`config.mk`:
```
export PLATFORM = sky130hd
export DESIGN_NAME = shs_ram
export DESIGN_NICKNAME = d
export VERILOG_FILES = /design/src/hdl/shs_ram.sv
export SDC_FILE = /design/constraint.sdc
export NUM_CORES = 1
export LEC_CHECK = 0
export ABC_AREA = 1
export ABC_CLOCK_PERIOD_IN_PS = 5000
export BUFFER_PORTS_ARGS = -buffer_cell sky130_fd_sc_hd__buf_2
export CORE_MARGIN = 5
export CORE_UTILIZATION = 45
export CTS_BUF_LIST = sky130_fd_sc_hd__clkbuf_16
export DETAILED_ROUTE_END_ITERATION = 7
export HOLD_SLACK_MARGIN = 0.1
export PLACE_DENSITY_LB_ADDON = 0.05
export SLEW_MARGIN = 30
export SYNTH_ARGS = -nofsm -noshare
export SYNTH_HDL_FRONTEND = slang
export SYNTH_SLANG_ARGS = --single-unit
```
`constraint.sdc`:
```
create_clock -name aclk -period 5 [get_ports aclk]
set_input_delay 0.75 -clock aclk [delete_from_list [all_inputs] [get_ports aclk]]
set_output_delay 0.75 -clock aclk [all_outputs]
set_load 0.02 [all_outputs]
```
`src/hdl/shs_ram.sv`:
```
// Generic simple dual-port RAM, one write port and one registered read port.
// No dependencies.
`timescale 1ns / 1ps
`default_nettype none
module shs_ram #(
    parameter int unsigned Width = 64,
    parameter int unsigned Depth = 16
) (
    input  wire logic                     aclk,
    input  wire logic                     we,
    input  wire logic [$clog2(Depth)-1:0] waddr,
    input  wire logic [Width-1:0]         wdata,
    input  wire logic [$clog2(Depth)-1:0] raddr,
    output logic      [Width-1:0]         rdata
);
    logic [Width-1:0] mem [Depth];

    always_ff @(posedge aclk) begin
        if (we) begin
            mem[waddr] <= wdata;
        end
        rdata <= mem[raddr];
    end
endmodule
`default_nettype wire

```
==> results of run 1 <==
## sequential cells by signal (all words and copies together) (netlist names)
signal and flops:
rdata 64, mem 1024
## cell type report
class                      count  area (sq um)
clock buffer                 121          3028
inverter                     774          2947
antenna                        4         10.01
multi-input combinational   2137          9111
fill                        8901         49230
sequential                  1088         32030
clock inverter               102         639.4
tap                         1298          1624
timing repair buffer         191          1384
## power breakdown
part | switching (mW) | internal (mW) | leakage (nW)
registers | 0.0693 | 10.2 | 9.79
logic | 0.901 | 0.318 | 9.98
clock network | 3.52 | 4.70 | 1.90
## synth_stat cells (all sizes together)
cell and n:
dfxtp 64, nor2 17, nand2 1349, nand3 769, clkbuf 21, buf 190, edfxtp 1024, inv 774
nand3b 2
## critical path, stage by stage
cell and delay [ns]:
buf_6 0.32, inv_6 0.81, buf_4 0.64, nand3_1 0.18, nand3_1 0.11, nand2_1 0.07
## through the flow
step / setup WS (ns) / cell area (sq um) / utilization (%)
2_1_floorplan: 0.8711 / 45290 / -
3_3_place_gp: 1.958 / 47010 / 47.01
3_5_place_dp: 1.922 / 47040 / 47.04
4_1_cts: 2.645 / 50700 / 50.70
5_1_grt: 2.495 / 50770 / 50.77
6_report: 2.594 / 50770 / 50.77
## cells by family after synthesis
group	synth area share (%)
buf+inv	9.416
simple gates	19.85
flops	70.73
## path summary, 6_finish.rpt
check / start / endpoint / slack, ns / cells after the start
max: raddr[2] / rdata[21] / 2.59 / 6
min: wdata[35] / mem[6][35] / 0.44 / 1
max reg2reg: mem[5][1] / rdata[1] / 3.86 / 6
min reg2reg: mem[10][16] / rdata[16] / 0.64 / 6
## per-layer routing
layer / vias up / part of all wire [%] / GRT usage, %
met3: 142 / 5.4 / 3.080
met2: 679 / 45 / 34.20
met5: - / 0.011 / 0
li1: 13820 / - / -
met4: 2 / 1.8 / 4.892
met1: 13780 / 47 / 31.49
==> out/metrics.json, run 1 <==
{
  "crit_path_start_kind": "primary input",
  "grt_start_max_net_pins": 179,
  "drtIter0Drc": 2280,
  "holdBufCountCts": 0,
  "netlist_instances": 4210,
  "final_nets": 4383,
  "timing.setup.tns_ns": 0,
  "final_antenna_net_count": 0,
  "p_leak_nw": 21.67,
  "cts-root-buf": "clkbuf_16",
  "worst_setup_path_end_kind": "flop",
  "clock_tree.buffer_depth": 3,
  "max_clock_skew_ns": 0.02368,
  "synth_top_cell_by_area": "edfxtp_1",
  "wire_per_inst_um": 20.23,
  "run_status": "finished, final reports clean",
  "post_cts_resize_count": 0,
  "report.final.slew_viol_count": 0,
  "ratio_of_cells_with_drive_above_1_in_the_final_layout_pct": 8.384,
  "rsz0062_at_grt": "false",
  "cts_setup_buffers": 0,
  "cts.sinks": 1088,
  "final_min_period_over_clock_period_pct": 48.11,
  "htree_num_levels": 3,
  "placementRows": 116,
  "synth.yosys.seq_area_share_pct": 70.73,
  "antenna_violations_before_repair": 8,
  "chipWidth_um": 327.2,
  "dpl.hpwl_mm": 54.68,
  "worst_hold_path_type": "primary input to flop",
  "drc": 0,
  "total_power_mw": 19.71,
  "dp_cells": 5486,
  "net_count_after_synthesis": 4284,
  "clk-insertion-delay-late_ns": 0.69,
  "synth_seq_cells": 1088,
  "numCtsBuffers": 117,
  "worst_slew_margin_rel_pct": 33.58,
  "power.density_cell_area_mw_per_mm2": 388.2,
  "routed_wl_mm": 115.6,
  "synth_top_cell_area_share_pct": 67.90,
  "ys_top_cells_by_area": "edfxtp_1, nand2_1, nand3_1",
  "report.final.setup_viol": 0,
  "die_height_um": 327.2,
  "post_synth_num_cell_types": 15,
  "peak_fanout_along_the_critical_path": 73,
  "worst_ep_arrival_time_ns": 2.98,
  "floorplan.initialDensity_pct": 45.29,
  "max_freq_mhz": 415.7,
  "synth.cell_area_sq_mm": 0.04529,
  "most-common-layout-cells": "nand2_1, edfxtp_1, inv_1, nand3_1, buf_2",
  "cap_violations": 0,
  "flow.area_growth_from_synthesis_pct": 12.12,
  "num_vias": 28430,
  "tritoncts_clock_tree": "done",
  "gp_congestion": 0.7228,
  "firstDrtPassIters": 7,
  "buffer_ports.inserted": 137,
  "synth_area_per_cell_sq_um": 10.76,
  "post-route-min-period_ns": 2.406,
  "ys.warnings.count": 0,
  "core_area_sq_mm": 0.1000,
  "post_drt_via_cell_ratio": 4.974,
  "gr_ovfl_total": 0,
  "hold_viol": 0,
  "die_area_sq_mm": 0.1071,
  "critical_path_required_ns": 5.58,
  "boundaryPins": 138,
  "path_clk_slew_ns": 0.06,
  "timing.hold.ws_ns": 0.4381,
  "critPathKind": "primary input to flop",
  "worst-slew-pin-transition_ns": 0.9940,
  "grt_usage_pct": 21.42,
  "stdcell_count": 5715,
  "peakVddDrop_uv": 337.5,
  "via_count_of_the_first_global_routing_pass": 27590,
  "wire_length_of_the_first_global_routing_pass_mm": 174.8,
  "leading_cell_type_in_the_layout_fill_and_taps_excluded": "nand2_1"
}
Note: power is estimated with default switching activity, not from simulation.
==> inputs of run 2 (changes only) <==
- ABC_CLOCK_PERIOD_IN_PS: 5000 -> 2250
- clock period: 5 -> 2.25 ns (I/O delays scaled with it)
==> out/metrics.json, run 2 (synthesis results as in run 1) <==
{
  "core_area": {"value": 0.1000, "unit": "sq mm", "change": "unchanged"},
  "firstDrtPassIters": {"value": 7, "change": "unchanged"},
  "worst_ep_arrival_time": {"value": 1.33, "unit": "ns", "change": "-1.65 ns"},
  "report.final.setup_viol": {"value": 0, "change": "unchanged"},
  "wire_length_of_the_first_global_routing_pass": {"value": 176.3, "unit": "mm", "change": "+0.82%"},
  "tritoncts_clock_tree": "done",
  "die_area": {"value": 0.1071, "unit": "sq mm", "change": "unchanged"},
  "worst_hold_path_type": "primary input to flop",
  "gp_congestion": {"value": 0.7702, "change": "+6.6%"},
  "final_nets": {"value": 4504, "change": "+2.8%"},
  "max_clock_skew": {"value": 0.009846, "unit": "ns", "change": "-0.01383 ns"},
  "cap_violations": {"value": 0, "change": "unchanged"},
  "via_count_of_the_first_global_routing_pass": {"value": 28350, "change": "+2.7%"},
  "clock_tree.buffer_depth": {"value": 3, "change": "unchanged"},
  "numCtsBuffers": {"value": 116, "change": "-0.85%"},
  "drtIter0Drc": {"value": 2084, "change": "-8.6%"},
  "cts-root-buf": "clkbuf_16",
  "chipWidth": {"value": 327.2, "unit": "um", "change": "unchanged"},
  "flow.area_growth_from_synthesis_pct": 15.31,
  "hold_viol": {"value": 0, "change": "unchanged"},
  "floorplan.initialDensity": {"value": 45.29, "unit": "%", "change": "unchanged"},
  "worst-slew-pin-transition": {"value": 0.6061, "unit": "ns", "change": "-0.3878 ns"},
  "buffer_ports.inserted": {"value": 137, "change": "unchanged"},
  "boundaryPins": {"value": 138, "change": "unchanged"},
  "peakVddDrop": {"value": 665.7, "unit": "uV", "change": "+97%"},
  "wire_per_inst": {"value": 19.81, "unit": "um", "change": "-2.1%"},
  "ratio_of_cells_with_drive_above_1_in_the_final_layout": {"value": 9.183, "unit": "%", "change": "+0.80 points"},
  "htree_num_levels": {"value": 3, "change": "unchanged"},
  "critPathMaxStageDelay": {"value": 0.44, "unit": "ns", "change": "-0.37 ns"},
  "path_clk_slew": {"value": 0.06, "unit": "ns", "change": "about the same"},
  "largest_register": "mem",
  "p_leak": {"value": 22.35, "unit": "nW", "change": "+3.1%"},
  "gr_ovfl_total": {"value": 0, "change": "unchanged"},
  "reg.largest.list": "mem (1024), rdata (64)",
  "worst_slew_margin_rel": {"value": 59.59, "unit": "%", "change": "+26 points"},
  "total_power": {"value": 43.37, "unit": "mW", "change": "+120%"},
  "report.final.slew_viol_count": {"value": 0, "change": "unchanged"},
  "routed_wl": {"value": 115.5, "unit": "mm", "change": "-0.11%"},
  "final_min_period_over_clock_period_pct": 74.06,
  "timing.final.ws_setup": {"value": 0.5837, "unit": "ns", "change": "-2.011 ns"},
  "crit_family": "flip-flops",
  "cts_setup_buffers": {"value": 0, "change": "unchanged"},
  "antenna_violations_before_repair": {"value": 2, "change": "-6"},
  "final_antenna_net_count": {"value": 0, "change": "unchanged"},
  "peak_fanout_along_the_critical_path": {"value": 1, "change": "-99%"},
  "run_status": "finished, final reports clean",
  "placementRows": {"value": 116, "change": "unchanged"},
  "largest_reg_flops": {"value": 1024, "change": "unchanged"},
  "grt_start_max_net_pins": {"value": 87, "change": "-51%"},
  "critPathKind": "flop to output pin",
  "post_drt_via_cell_ratio": {"value": 4.934, "change": "-0.81%"},
  "crit_path_start_kind": "flop",
  "power.density_cell_area": {"value": 830.5, "unit": "mW/mm^2", "change": "+110%"},
  "critPathSlowestCell": "dfxtp_1",
  "num_vias": {"value": 28770, "change": "+1.2%"},
  "critical_path_buffers_and_inverters": {"value": 1, "change": "-2"},
  "most-common-layout-cells": "nand2_1, edfxtp_1, inv_1, nand3_1, buf_2",
  "clk-insertion-delay-late": {"value": 0.68, "unit": "ns", "change": "about the same"},
  "max_freq_mhz": 600.1,
  "rsz0062_at_grt": "false",
  "drc": {"value": 0, "change": "unchanged"},
  "die_height": {"value": 327.2, "unit": "um", "change": "unchanged"},
  "leading_cell_type_in_the_layout_fill_and_taps_excluded": "nand2_1",
  "critical_path_required": {"value": 1.91, "unit": "ns", "change": "-3.67 ns"},
  "grt_usage": {"value": 21.49, "unit": "%", "change": "+0.073 points"},
  "post-route-min-period_ns": 1.666,
  "critical_path.cell_chain": "buf_2",
  "cts.sinks": {"value": 1088, "change": "unchanged"},
  "dpl.hpwl": {"value": 62.72, "unit": "mm", "change": "+15%"},
  "worst_setup_path_end_kind": "output pin",
  "detailedPlace.worstSlack": {"value": 0.2614, "unit": "ns", "change": "-1.660 ns"}
}
run 2: layout make-up:
type                            count  area (sq um)
Fill cell                        8925         47780
Clock inverter                     99         523.0
Inverter                          774          2947
Clock buffer                      119          2978
Tap cell                         1298          1624
Timing Repair Buffer              313          2999
Multi-Input combinational cell   2137          9111
Sequential cell                  1088         32030
Antenna cell                        3         7.507
run 2: metrics by stage:
step / TNS (ns) / area (sq um) / util, % / std cells / hold slack, ns
2_1_floorplan: -440.89 / 45330 / - / 4210 / 0.4364
6_report: 0 / 52220 / 52.22 / 5831 / 0.2219
5_1_grt: 0 / 52220 / 52.21 / 5829 / 0.1880
3_5_place_dp: 0 / 48060 / 48.06 / 5545 / 0.6423
3_3_place_gp: 0 / 48060 / 48.06 / 5545 / 0.6351
4_1_cts: 0 / 52210 / 52.21 / 5828 / 0.1388
run 2: power breakdown:
group	internal [mW]	switching (mW)
registers	22.7	0.137
logic	0.895	2.09
clock network	9.93	7.66
run 2: path summary, 6_finish.rpt:
| path | slack, ns | endpoint | from | cells after the start |
|---|---|---|---|---|
| worst min register to register | 0.66 | rdata[5] | mem[10][5] | 6 |
| worst max-delay path | 0.58 | rdata[27] | rdata[27] | 1 |
| worst min-delay path | 0.22 | rdata[15] | raddr[2] | 5 |
| worst max register to register | 1.16 | rdata[13] | mem[7][13] | 6 |
run 2: what timing repair did:
item                      4_1_cts  5_1_grt
hold endpoints to repair     1025        0
resized for setup               0        0
hold buffers                   65        0
run 2: tightest hold or removal path, delay by kind of cell:
family                 cells  cell delay, ns
buffers and inverters      2            0.26
and+or+nand+nor            3            0.26
run 2: routing by layer:
metal / routed length (um) / global-route usage, % / vias up
met5: 0 / 0 / -
met4: 3090 / 5.834 / 0
met3: 4547 / 2.899 / 175
met2: 56220 / 36.54 / 546
met1: 51630 / 29.35 / 14000
li1: - / - / 14050
